--- config.mk ---
export PLATFORM = sky130hd
export DESIGN_NAME = banded_step_load_regulator
export DESIGN_NICKNAME = d
export VERILOG_FILES = /design/src/rtl/bslr_pkg.sv /design/src/rtl/banded_step_load_regulator.sv /design/src/rtl/bslr_mul.sv /design/src/rtl/bslr_div.sv
export VERILOG_INCLUDE_DIRS = /design/src /design/src/rtl
export SDC_FILE = /design/constraint.sdc
export NUM_CORES = 2
export LEC_CHECK = 0
export BUFFER_PORTS_ARGS = -buffer_cell sky130_fd_sc_hd__clkbuf_2
export CAP_MARGIN = 40
export CORE_MARGIN = 2
export CORE_UTILIZATION = 45
export DETAILED_ROUTE_END_ITERATION = 8
export PLACE_DENSITY = 0.58
export SYNTH_ARGS = -nofsm -noshare
export SYNTH_HDL_FRONTEND = slang
export SYNTH_SLANG_ARGS = --single-unit
export TNS_END_PERCENT = 100
--- constraint.sdc ---
create_clock -name aclk -period 9.63 [get_ports aclk]
set_input_delay 2.4075 -clock aclk [delete_from_list [all_inputs] [get_ports aclk]]
set_output_delay 2.4075 -clock aclk [all_outputs]
set_load 0.005 [all_outputs]
--- src/rtl/assert_macros.svh ---
// Assertion macros shared by the regulator RTL.
// Expects aclk, and for BSLR_ASSERT also aresetn, in the scope of each use.
`ifndef ASSERT_MACROS_SVH
`define ASSERT_MACROS_SVH

// Check on every clock edge outside reset.
`define BSLR_ASSERT(lbl, prop, msg) \
    lbl: assert property (@(posedge aclk) disable iff (!aresetn) prop) \
        else $error(msg);

// Check on every clock edge, reset included.
`define BSLR_ASSERT_ALWAYS(lbl, prop, msg) \
    lbl: assert property (@(posedge aclk) prop) else $error(msg);

`endif

--- src/rtl/bslr_pkg.sv ---
// Shared types, constants and step tables of the banded-step load regulator.
// No dependencies.
`default_nettype none

package bslr_pkg;

    localparam int IN_W      = 40;
    localparam int OUT_W     = 96;
    localparam int CFG_IDX_W = 2;
    localparam int CFG_W     = 24;

    localparam int DVD_W     = 32;
    localparam int DVS_W     = 24;
    localparam int ITER_W    = 6;
    localparam int BAND_N    = 6;

    localparam logic [CFG_IDX_W-1:0] REG_MODE    = 2'd0;
    localparam logic [CFG_IDX_W-1:0] REG_INIT_SP = 2'd1;
    localparam logic [CFG_IDX_W-1:0] REG_CGAIN   = 2'd2;
    localparam logic [CFG_IDX_W-1:0] REG_VGAIN   = 2'd3;

    localparam logic [1:0] MODE_RES = 2'd0;
    localparam logic [1:0] MODE_CUR = 2'd1;
    localparam logic [1:0] MODE_PWR = 2'd2;

    localparam logic [1:0] ENC_UP = 2'b01;

    localparam logic [23:0] SP_MAX          = 24'hFFFFFF;
    localparam logic [16:0] ZERO_OHM_TARGET = 17'h1FFFF;
    localparam logic [17:0] CGAIN_RST       = 18'd11973;
    localparam logic [17:0] VGAIN_RST       = 18'd135299;

    localparam logic [36:0] Q16_HALF  = 37'd32768;
    localparam logic [31:0] PWR_HALF  = 32'd500;
    // Reciprocal of 1000 scaled by 2^38, exact for any 32-bit numerator.
    localparam logic [28:0] PWR_RECIP = 29'd274877907;

    localparam logic [ITER_W-1:0] RES_ITERS = 6'd17;

    typedef struct packed {
        logic               start;
        logic [ITER_W-1:0]  iters;
    } div_ctl_t;

    // Band threshold in tenths of the target, widest band first.
    function automatic logic [3:0] band_frac(input logic [2:0] idx);
        logic [3:0] k;
        case (idx)
            3'd0:    k = 4'd8;
            3'd1:    k = 4'd6;
            3'd2:    k = 4'd4;
            3'd3:    k = 4'd3;
            3'd4:    k = 4'd2;
            default: k = 4'd1;
        endcase
        return k;
    endfunction

    function automatic logic [8:0] band_step(input logic [2:0] idx);
        logic [8:0] s;
        case (idx)
            3'd0:    s = 9'd300;
            3'd1:    s = 9'd170;
            3'd2:    s = 9'd120;
            3'd3:    s = 9'd60;
            3'd4:    s = 9'd40;
            default: s = 9'd30;
        endcase
        return s;
    endfunction

endpackage

`default_nettype wire

--- src/rtl/banded_step_load_regulator.sv ---
// Top level of the banded-step load regulator: sequencer, state and stream ports.
// Depends on bslr_pkg, bslr_mul, bslr_div and assert_macros.svh.
//
// Each input transaction carries one current and one voltage sample and returns one
// result transaction with the new drive code, the measured mA, mV and mW and the
// setpoint in use. The shared multiplier scales current, voltage and power in turn, and
// the power is rounded to mW by a reciprocal multiplication. In resistance mode with a
// nonzero setpoint the 17-step serial divider then forms the resistance target; current
// and power mode, the undefined mode and a zero resistance setpoint skip it. Up to six
// band compares follow. s_tready is high only between transactions, and a new
// transaction is taken while the previous result still waits on the master side.
// Configuration writes are taken on any cycle and must be made while idle; a write of
// the initial setpoint reloads the active setpoint.
`default_nettype none

`include "assert_macros.svh"

module banded_step_load_regulator #(
    parameter int DRIVE_MAX = 4095
) (
    input  wire logic                            aclk,
    input  wire logic                            aresetn,
    // current_raw[15:0], voltage_raw[31:16], encoder_step[33:32], pause[34]
    input  wire logic [bslr_pkg::IN_W-1:0]       s_tdata,
    input  wire logic                            s_tvalid,
    output logic                                 s_tready,
    // dac_drive[11:0], current_ma[27:12], voltage_mv[44:28], power_mw[68:45],
    // setpoint_now[92:69]
    output logic [bslr_pkg::OUT_W-1:0]           m_tdata,
    output logic                                 m_tvalid,
    input  wire logic                            m_tready,
    input  wire logic                            cfg_wr_en,
    input  wire logic [bslr_pkg::CFG_IDX_W-1:0]  cfg_index,
    input  wire logic [bslr_pkg::CFG_W-1:0]      cfg_data
);

    import bslr_pkg::*;

    localparam int DW  = $clog2(DRIVE_MAX + 1);
    localparam int DSW = ((DW > 9) ? DW : 9) + 2;
    localparam logic signed [DSW-1:0] DRV_MAX_S = DSW'(DRIVE_MAX);
    localparam logic [DW-1:0]         DRV_MAX_U = DW'(DRIVE_MAX);

    typedef enum logic [3:0] {
        S_IDLE, S_MUL_C, S_RND_C, S_RND_V, S_MUL_P, S_PWR, S_PWR_W, S_PWR_Q,
        S_RES_W, S_ERR, S_BAND, S_UPD, S_OUT
    } state_t;

    state_t state_reg;

    logic [1:0]  mode_reg;
    logic [17:0] cgain_reg;
    logic [17:0] vgain_reg;
    logic [23:0] sp_reg;
    logic [DW-1:0] drive_level_reg;

    logic signed [15:0] craw_reg;
    logic [14:0]        vraw_reg;
    logic               pause_reg;
    logic signed [15:0] cur_reg;
    logic [16:0]        volt_reg;
    logic signed [23:0] pwr_reg;
    logic               pneg_reg;
    logic [31:0]        pnum_reg;
    logic [22:0]        pq_reg;
    logic [23:0]        target_reg;
    logic [28:0]        ten_err_reg;
    logic               up_reg;
    logic               dn_reg;
    logic [2:0]         band_idx_reg;
    logic [8:0]         step_reg;
    logic [OUT_W-1:0]   m_tdata_reg;
    logic               m_tvalid_reg;

    // Input fields.
    logic signed [15:0] in_craw;
    logic [15:0]        in_vraw;
    logic [1:0]         in_enc;

    assign in_craw = s_tdata[15:0];
    assign in_vraw = s_tdata[31:16];
    assign in_enc  = s_tdata[33:32];

    // Shared multiplier.
    logic signed [17:0] mul_a;
    logic        [17:0] mul_b;
    logic signed [36:0] mul_prod;

    always_comb begin
        case (state_reg)
            S_MUL_C: begin
                mul_a = 18'(craw_reg);
                mul_b = cgain_reg;
            end
            S_RND_C: begin
                mul_a = {3'b0, vraw_reg};
                mul_b = vgain_reg;
            end
            default: begin
                mul_a = 18'(cur_reg);
                mul_b = {1'b0, volt_reg};
            end
        endcase
    end

    bslr_mul u_mul (
        .aclk  (aclk),
        .mul_a (mul_a),
        .mul_b (mul_b),
        .prod  (mul_prod)
    );

    // Rounding of the product, halves away from zero.
    logic        prod_neg;
    logic [36:0] prod_mag;
    logic [36:0] prod_rnd;
    logic [20:0] q16;
    logic signed [15:0] cur_sat;
    logic [16:0]        volt_sat;

    assign prod_neg = mul_prod[36];
    assign prod_mag = prod_neg ? 37'(-mul_prod) : 37'(mul_prod);
    assign prod_rnd = prod_mag + Q16_HALF;
    assign q16      = prod_rnd[36:16];

    always_comb begin
        if (!prod_neg) begin
            cur_sat = (q16 > 21'd32767) ? 16'sh7FFF : $signed(q16[15:0]);
        end else begin
            cur_sat = (q16 > 21'd32768) ? 16'sh8000 : $signed(~q16[15:0] + 16'd1);
        end
    end

    assign volt_sat = (q16 > 21'd131071) ? 17'h1FFFF : q16[16:0];

    // Power to mW by reciprocal multiplication.
    logic [60:0] pwr_prod;

    assign pwr_prod = 61'(pnum_reg) * 61'(PWR_RECIP);

    // Serial divider for the resistance target.
    div_ctl_t          div_ctl;
    logic [DVD_W-1:0]  div_dividend;
    logic [DVS_W-1:0]  div_divisor;
    logic              div_done;
    logic [DVD_W-1:0]  div_q;
    logic              res_div;

    assign res_div = (mode_reg == MODE_RES) && (sp_reg != '0);

    always_comb begin
        div_ctl.start = (state_reg == S_PWR) && res_div;
        div_ctl.iters = RES_ITERS;
        div_dividend  = {volt_reg, 15'b0};
        div_divisor   = sp_reg;
    end

    bslr_div u_div (
        .aclk     (aclk),
        .aresetn  (aresetn),
        .ctl      (div_ctl),
        .dividend (div_dividend),
        .divisor  (div_divisor),
        .done     (div_done),
        .quotient (div_q)
    );

    // Error against target.
    logic signed [23:0] meas;
    logic signed [25:0] diff;
    logic [24:0]        err;

    assign meas = (mode_reg == MODE_PWR) ? pwr_reg : 24'(cur_reg);
    assign diff = $signed({2'b0, target_reg}) - 26'(meas);
    assign err  = diff[25] ? 25'(-diff) : diff[24:0];

    logic [27:0] kt;
    assign kt = 28'(target_reg) * 28'(band_frac(band_idx_reg));

    // Drive update.
    logic signed [DSW-1:0] drv_base;
    logic signed [DSW-1:0] drv_step;
    logic signed [DSW-1:0] drv_sum;
    logic [DW-1:0]         drv_sat;

    assign drv_base = $signed({{(DSW-DW){1'b0}}, drive_level_reg});
    assign drv_step = $signed({{(DSW-9){1'b0}}, step_reg});

    always_comb begin
        if (up_reg) begin
            drv_sum = drv_base + drv_step;
        end else if (dn_reg) begin
            drv_sum = drv_base - drv_step;
        end else begin
            drv_sum = drv_base;
        end
        if (drv_sum < 0) begin
            drv_sat = '0;
        end else if (drv_sum > DRV_MAX_S) begin
            drv_sat = DRV_MAX_U;
        end else begin
            drv_sat = drv_sum[DW-1:0];
        end
    end

    logic [DW+11:0] drive_ext;
    logic [11:0]    dac_val;
    logic           out_free;

    assign drive_ext = {12'b0, drive_level_reg};
    assign dac_val   = pause_reg ? 12'd0 : drive_ext[11:0];
    assign out_free  = !m_tvalid_reg || m_tready;

    always_ff @(posedge aclk) begin
        if (!aresetn) begin
            state_reg       <= S_IDLE;
            mode_reg        <= MODE_CUR;
            cgain_reg       <= CGAIN_RST;
            vgain_reg       <= VGAIN_RST;
            sp_reg          <= '0;
            drive_level_reg <= '0;
            m_tvalid_reg    <= 1'b0;
            m_tdata_reg     <= '0;
            craw_reg        <= '0;
            vraw_reg        <= '0;
            pause_reg       <= 1'b0;
            cur_reg         <= '0;
            volt_reg        <= '0;
            pwr_reg         <= '0;
            pneg_reg        <= 1'b0;
            pnum_reg        <= '0;
            pq_reg          <= '0;
            target_reg      <= '0;
            ten_err_reg     <= '0;
            up_reg          <= 1'b0;
            dn_reg          <= 1'b0;
            band_idx_reg    <= '0;
            step_reg        <= '0;
        end else begin
            if (cfg_wr_en) begin
                unique case (cfg_index)
                    REG_MODE:    mode_reg  <= cfg_data[1:0];
                    REG_INIT_SP: sp_reg    <= cfg_data;
                    REG_CGAIN:   cgain_reg <= cfg_data[17:0];
                    REG_VGAIN:   vgain_reg <= cfg_data[17:0];
                    default: ;
                endcase
            end

            if (m_tvalid_reg && m_tready) begin
                m_tvalid_reg <= 1'b0;
            end

            unique case (state_reg)
                S_IDLE: begin
                    if (s_tvalid) begin
                        craw_reg  <= in_craw;
                        vraw_reg  <= in_vraw[15] ? 15'd0 : in_vraw[14:0];
                        pause_reg <= s_tdata[34];
                        if (in_enc == ENC_UP) begin
                            if (sp_reg != SP_MAX) begin
                                sp_reg <= sp_reg + 24'd1;
                            end
                        end else if (in_enc[1]) begin
                            if (sp_reg != '0) begin
                                sp_reg <= sp_reg - 24'd1;
                            end
                        end
                        state_reg <= S_MUL_C;
                    end
                end
                S_MUL_C: state_reg <= S_RND_C;
                S_RND_C: begin
                    cur_reg   <= cur_sat;
                    state_reg <= S_RND_V;
                end
                S_RND_V: begin
                    volt_reg  <= volt_sat;
                    state_reg <= S_MUL_P;
                end
                S_MUL_P: state_reg <= S_PWR;
                S_PWR: begin
                    pneg_reg  <= prod_neg;
                    pnum_reg  <= prod_mag[31:0] + PWR_HALF;
                    state_reg <= S_PWR_W;
                end
                S_PWR_W: begin
                    pq_reg    <= pwr_prod[60:38];
                    state_reg <= S_PWR_Q;
                end
                S_PWR_Q: begin
                    pwr_reg <= pneg_reg ? $signed(-{1'b0, pq_reg}) : $signed({1'b0, pq_reg});
                    if (res_div) begin
                        state_reg <= S_RES_W;
                    end else begin
                        target_reg <= (mode_reg == MODE_RES) ? 24'(ZERO_OHM_TARGET)
                                                             : sp_reg;
                        state_reg  <= S_ERR;
                    end
                end
                S_RES_W: begin
                    if (div_done) begin
                        target_reg <= 24'(div_q[16:0]);
                        state_reg  <= S_ERR;
                    end
                end
                S_ERR: begin
                    ten_err_reg  <= {1'b0, err, 3'b0} + {3'b0, err, 1'b0};
                    up_reg       <= !diff[25] && (diff != '0);
                    dn_reg       <= diff[25];
                    band_idx_reg <= '0;
                    state_reg    <= S_BAND;
                end
                S_BAND: begin
                    if (ten_err_reg > {1'b0, kt}) begin
                        step_reg  <= band_step(band_idx_reg);
                        state_reg <= S_UPD;
                    end else if (band_idx_reg == 3'(BAND_N - 1)) begin
                        step_reg  <= 9'd1;
                        state_reg <= S_UPD;
                    end else begin
                        band_idx_reg <= band_idx_reg + 3'd1;
                    end
                end
                S_UPD: begin
                    if (mode_reg == MODE_RES || mode_reg == MODE_CUR ||
                        mode_reg == MODE_PWR) begin
                        drive_level_reg <= drv_sat;
                    end
                    state_reg <= S_OUT;
                end
                S_OUT: begin
                    if (out_free) begin
                        m_tdata_reg  <= {3'b0, sp_reg, pwr_reg, volt_reg, cur_reg, dac_val};
                        m_tvalid_reg <= 1'b1;
                        state_reg    <= S_IDLE;
                    end
                end
                default: state_reg <= S_IDLE;
            endcase
        end
    end

    assign s_tready = (state_reg == S_IDLE);
    assign m_tvalid = m_tvalid_reg;
    assign m_tdata  = m_tdata_reg;

    `BSLR_ASSERT(a_busy_after_accept, (s_tvalid && s_tready) |=> !s_tready, "ready after accept")
    `BSLR_ASSERT(a_out_from_seq, $rose(m_tvalid) |-> $past(state_reg == S_OUT), "stray result")
    `BSLR_ASSERT(a_pause_zero, (state_reg == S_OUT && out_free && pause_reg) |=> (m_tdata[11:0] == 12'd0), "paused drive not zero")
    `BSLR_ASSERT_ALWAYS(a_reset_empty, !aresetn |=> !m_tvalid, "result valid after reset")

endmodule

`default_nettype wire

--- src/rtl/bslr_mul.sv ---
// Shared registered multiplier: signed operand times unsigned gain.
// Depends on nothing but the clock.
`default_nettype none

module bslr_mul (
    input  wire logic               aclk,
    input  wire logic signed [17:0] mul_a,
    input  wire logic        [17:0] mul_b,
    output logic signed      [36:0] prod
);

    logic signed [36:0] prod_reg;

    always_ff @(posedge aclk) begin
        prod_reg <= 37'(mul_a * $signed({1'b0, mul_b}));
    end

    assign prod = prod_reg;

endmodule

`default_nettype wire

--- src/rtl/bslr_div.sv ---
// Restoring serial divider, one quotient bit per cycle.
// Uses bslr_pkg for widths and the control struct.
`default_nettype none

module bslr_div (
    input  wire logic                        aclk,
    input  wire logic                        aresetn,
    input  wire bslr_pkg::div_ctl_t          ctl,
    input  wire logic [bslr_pkg::DVD_W-1:0]  dividend,
    input  wire logic [bslr_pkg::DVS_W-1:0]  divisor,
    output logic                             done,
    output logic [bslr_pkg::DVD_W-1:0]       quotient
);

    import bslr_pkg::*;

    logic [ITER_W-1:0] cnt_reg;
    logic [DVS_W-1:0]  rem_reg;
    logic [DVS_W-1:0]  dvs_reg;
    logic [DVD_W-1:0]  dvd_reg;
    logic              done_reg;
    logic [DVS_W+1:0]  trial;
    logic              borrow;

    assign trial  = {1'b0, rem_reg, dvd_reg[DVD_W-1]} - {2'b0, dvs_reg};
    assign borrow = trial[DVS_W+1];

    always_ff @(posedge aclk) begin
        if (!aresetn) begin
            cnt_reg  <= '0;
            done_reg <= 1'b0;
            rem_reg  <= '0;
            dvs_reg  <= '0;
            dvd_reg  <= '0;
        end else begin
            done_reg <= 1'b0;
            if (ctl.start) begin
                cnt_reg <= ctl.iters;
                rem_reg <= '0;
                dvs_reg <= divisor;
                dvd_reg <= dividend;
            end else if (cnt_reg != '0) begin
                rem_reg <= borrow ? {rem_reg[DVS_W-2:0], dvd_reg[DVD_W-1]}
                                  : trial[DVS_W-1:0];
                dvd_reg <= {dvd_reg[DVD_W-2:0], ~borrow};
                cnt_reg <= cnt_reg - 1'b1;
                if (cnt_reg == ITER_W'(1)) begin
                    done_reg <= 1'b1;
                end
            end
        end
    end

    assign done     = done_reg;
    assign quotient = dvd_reg;

endmodule

`default_nettype wire

==> metrics.log <==
INFO  metric status = finished clean
INFO  metric grt_max_degree = 119
INFO  metric ir_drop = 0.268 mV
INFO  metric yosys.cell_count.top_type = inv_1
INFO  metric layout.nets = 8403
INFO  metric synth.yosys.seq_area_share = 17.8%
INFO  metric cp_data_required_time = 10.19 ns
INFO  metric synth_top_cell_area_share = 21.1%
INFO  metric power_leakage = 30.1 nW
INFO  metric grt_first_pass_wirelength = 263 mm
INFO  metric routabilityCongestion = 0.940
INFO  metric first_global_vias = 46927
INFO  metric cp_max_fo = 39
INFO  metric maxCapViolations = 0
INFO  metric synth_top_cells_by_area = fa_1, dfxtp_1, ha_1
INFO  metric ctsHoldBuffers = 0
INFO  metric drt_wl_total = 164 mm
INFO  metric grt_setup_unrepaired = false
INFO  metric detail_route.wl_per_cell = 18.8 um
INFO  metric share_of_the_core_filled_with_cells_in_the_final_layout = 49.3%
INFO  metric port_buffers = 160
INFO  metric post_synth_num_cell_types = 93
INFO  metric cts_buffer_depth = 3
INFO  metric grt-busiest-layer = met2
INFO  metric slew_violations = 0
INFO  metric htree_levels = 2
INFO  metric avgSynthCellArea = 8.14 um2
INFO  metric initial_core_util = 45.4%
INFO  metric synth.largest_area_cell = fa_1
INFO  metric seq_area = 10200 um2
INFO  metric grtUsageMet2 = 40.4%
INFO  metric clk_pin_slew = 0.06 ns
INFO  metric grt_util_all_layers = 25.2%
INFO  metric final_period_minus_worst_setup_slack = 8.92 ns
INFO  metric drt_pre_antenna_iters = 6
INFO  metric initial_antenna_violation_count = 1
INFO  metric fin_worst_skew = 0.0950 ns
INFO  metric synth_top_flop_cell = dfxtp_1
INFO  metric slew_headroom = 34.9%
INFO  metric viasPerCell = 5.43
INFO  metric timing_hold_violations_final = 0
INFO  metric synth-edff-count = 0
INFO  metric postSynth.asyncResetShare = 0%
INFO  metric fin_setup_tns = 0 ns
INFO  metric crit_path_start_kind = flip-flop
INFO  metric number_of_drc_violations_after_detailed_routing = 0
INFO  metric timing.fmax = 0.112 GHz
INFO  metric dieArea = 130000 um2
INFO  metric fp.dieH = 360 um
INFO  metric detailroute.via_count = 47488
INFO  metric fraction_of_layout_instances_using_a_drive_strength_above_1 = 6.96%
INFO  metric use_met3 = 2.89%
INFO  metric buffers_inserted_during_post_cts_setup_optimization = 0
INFO  metric yosys-top-cells-count = inv_1, nand2_1, ha_1
INFO  metric dpl.cell_count = 8636
INFO  metric placement_rows = 130
INFO  metric cts-resized-gates = 0
INFO  metric critical_path_arrival = 9.48 ns
INFO  metric multi_input_area = 41800 um2
INFO  metric cts-root-buf = clkbuf_16
INFO  metric worst-slew-pin-transition = 0.977 ns
INFO  metric core = 126000 um2
INFO  metric antenna-diode-count = 0
INFO  metric max_ffs_per_register = 93
INFO  metric area_growth_syn_to_layout = 8.57%
INFO  metric period_share = 92.6%
INFO  metric globalRouteOverflowTotal = 0
INFO  metric num_io_pins = 169
INFO  metric p_per_area = 263 nW/um2
INFO  metric detailedPlacementHpwl = 132 mm
INFO  metric worstHoldPathType = reg2reg
INFO  metric chipWidth = 360 um
INFO  metric cts_sinks = 507
INFO  metric worst_skew_pair.late_latency = 0.72 ns
INFO  metric report.final.setup_viol = 0
INFO  metric cells_after_synthesis = 7021
INFO  metric tritoncts = done
INFO  metric groute.layer.met1.usage = 36.6%
INFO  metric setup.worst_path.class = reg2reg
INFO  metric fin_cells = 8747
INFO  metric detail-route-antenna-nets = 0
INFO  metric tritoncts.num_buffers = 60
INFO  metric yosys_warnings = 0
INFO  metric syn_area = 57100 um2
INFO  metric drtIter0Drc = 3047
INFO  metric crit_path_end_kind = flip-flop
INFO  metric nFillCells = 12263
INFO  metric synth_seq_cells = 507
worst max-delay path, cell delays in order (launching register included):
cell	delay, ns
dfxtp_1	0.57
or2_2	0.78
buf_4	0.30
nor3_1	0.05
o21ai_0	0.24
o221a_2	0.50
nand2_1	0.14
fa_1	0.55
inv_1	0.05
fa_1	0.53
inv_1	0.05
fa_1	0.51
inv_1	0.05
fa_1	0.48
inv_1	0.06
fa_1	0.52
inv_1	0.05
fa_1	0.47
ha_1	0.26
or3_1	0.43
o41ai_1	0.61
a211oi_1	0.26
nor2_1	0.22
a2111oi_0	0.16
or3_1	0.41
a41o_1	0.22
a21oi_1	0.17
xnor2_1	0.13
layout make-up:
type / instances / area share, %
Tap cell: 1650 / 3.33
Clock inverter: 35 / 0.865
Clock buffer: 76 / 2.65
Inverter: 1047 / 6.35
Multi-Input combinational cell: 5139 / 67.4
Timing Repair Buffer: 293 / 3.00
Sequential cell: 507 / 16.4
metrics by stage:
step / power (W) / instance area, um2 / hold slack [ns] / worst slack, ns
after floorplan: 0.0111 / 57100 / 0.432 / 1.44
after global placement: 0.0136 / 59700 / 0.440 / 0.918
after CTS: 0.0163 / 62000 / 0.396 / 0.721
after detailed placement: 0.0137 / 59800 / 0.445 / 0.807
after global routing: 0.0178 / 62000 / 0.427 / 0.272
final: 0.0163 / 62000 / 0.399 / 0.710
where the power goes:
part / internal, W / switching [W]
combinational: 0.00442 / 0.00664
clock: 0.00148 / 0.00101
sequential: 0.00235 / 0.000381
total: 0.00825 / 0.00804
final timing paths:
path	startpoint	to	slack, ns	cells past startpoint
hold / removal	u_div.quotient[5]$_SDFFE_PP0N_	u_div.quotient[6]$_SDFFE_PP0N_	0.40	2
hold reg to reg	u_div.quotient[5]$_SDFFE_PP0N_	u_div.quotient[6]$_SDFFE_PP0N_	0.40	2
setup reg to reg	state_reg[2]$_SDFFE_PN0P_	u_mul.prod[35]$_DFF_P_	0.71	27
setup / recovery	state_reg[2]$_SDFFE_PN0P_	u_mul.prod[35]$_DFF_P_	0.71	27
routing by layer:
metal,vias up,part of all wire [%]
met2,1099,45
met5,-,0
met1,22980,48
li1,23214,-
met4,0,2.2
met3,195,5.1
kinds of logic (layout without fill, tap and decap cells):
| logic type | count (synthesis) | after routing | share of synthesized area [%] |
|---|---|---|---|
| AOI/OAI and AO/OA | 1345 | 1345 | 14.7 |
| xor gates and xnor gates | 240 | 240 | 3.69 |
| adders and majority gates | 1284 | 1284 | 36.0 |
| buffers and inverters | 1377 | 1451 | 9.13 |
| DFF | 507 | 507 | 17.8 |
| muxes | 50 | 50 | 0.891 |
| other | 1 | 3 | 0.00656 |
| and+or+nand+nor | 2217 | 2217 | 17.7 |
cell usage in the layout, fill, tap and decap left out, drive strengths merged, types with 41 or more instances in the layout:
cell | Yosys | final
ha | 681 | 681
a21oi | 589 | 589
nand2 | 986 | 986
dfxtp | 507 | 507
xnor2 | 142 | 142
or3 | 42 | 42
a211oi | 70 | 70
o21ai | 215 | 215
nor3 | 134 | 134
xor2 | 98 | 98
nand3 | 123 | 123
and2 | 94 | 94
nand4 | 50 | 50
o31ai | 41 | 41
nor2 | 467 | 467
nor2b | 70 | 70
fa | 603 | 603
clkbuf | 305 | 235
a21o | 85 | 85
and3 | 50 | 50
nand2b | 48 | 48
mux2i | 43 | 43
inv | 1047 | 1051
buf | 25 | 134
No activity file was read; power rests on OpenSTA's default activity.
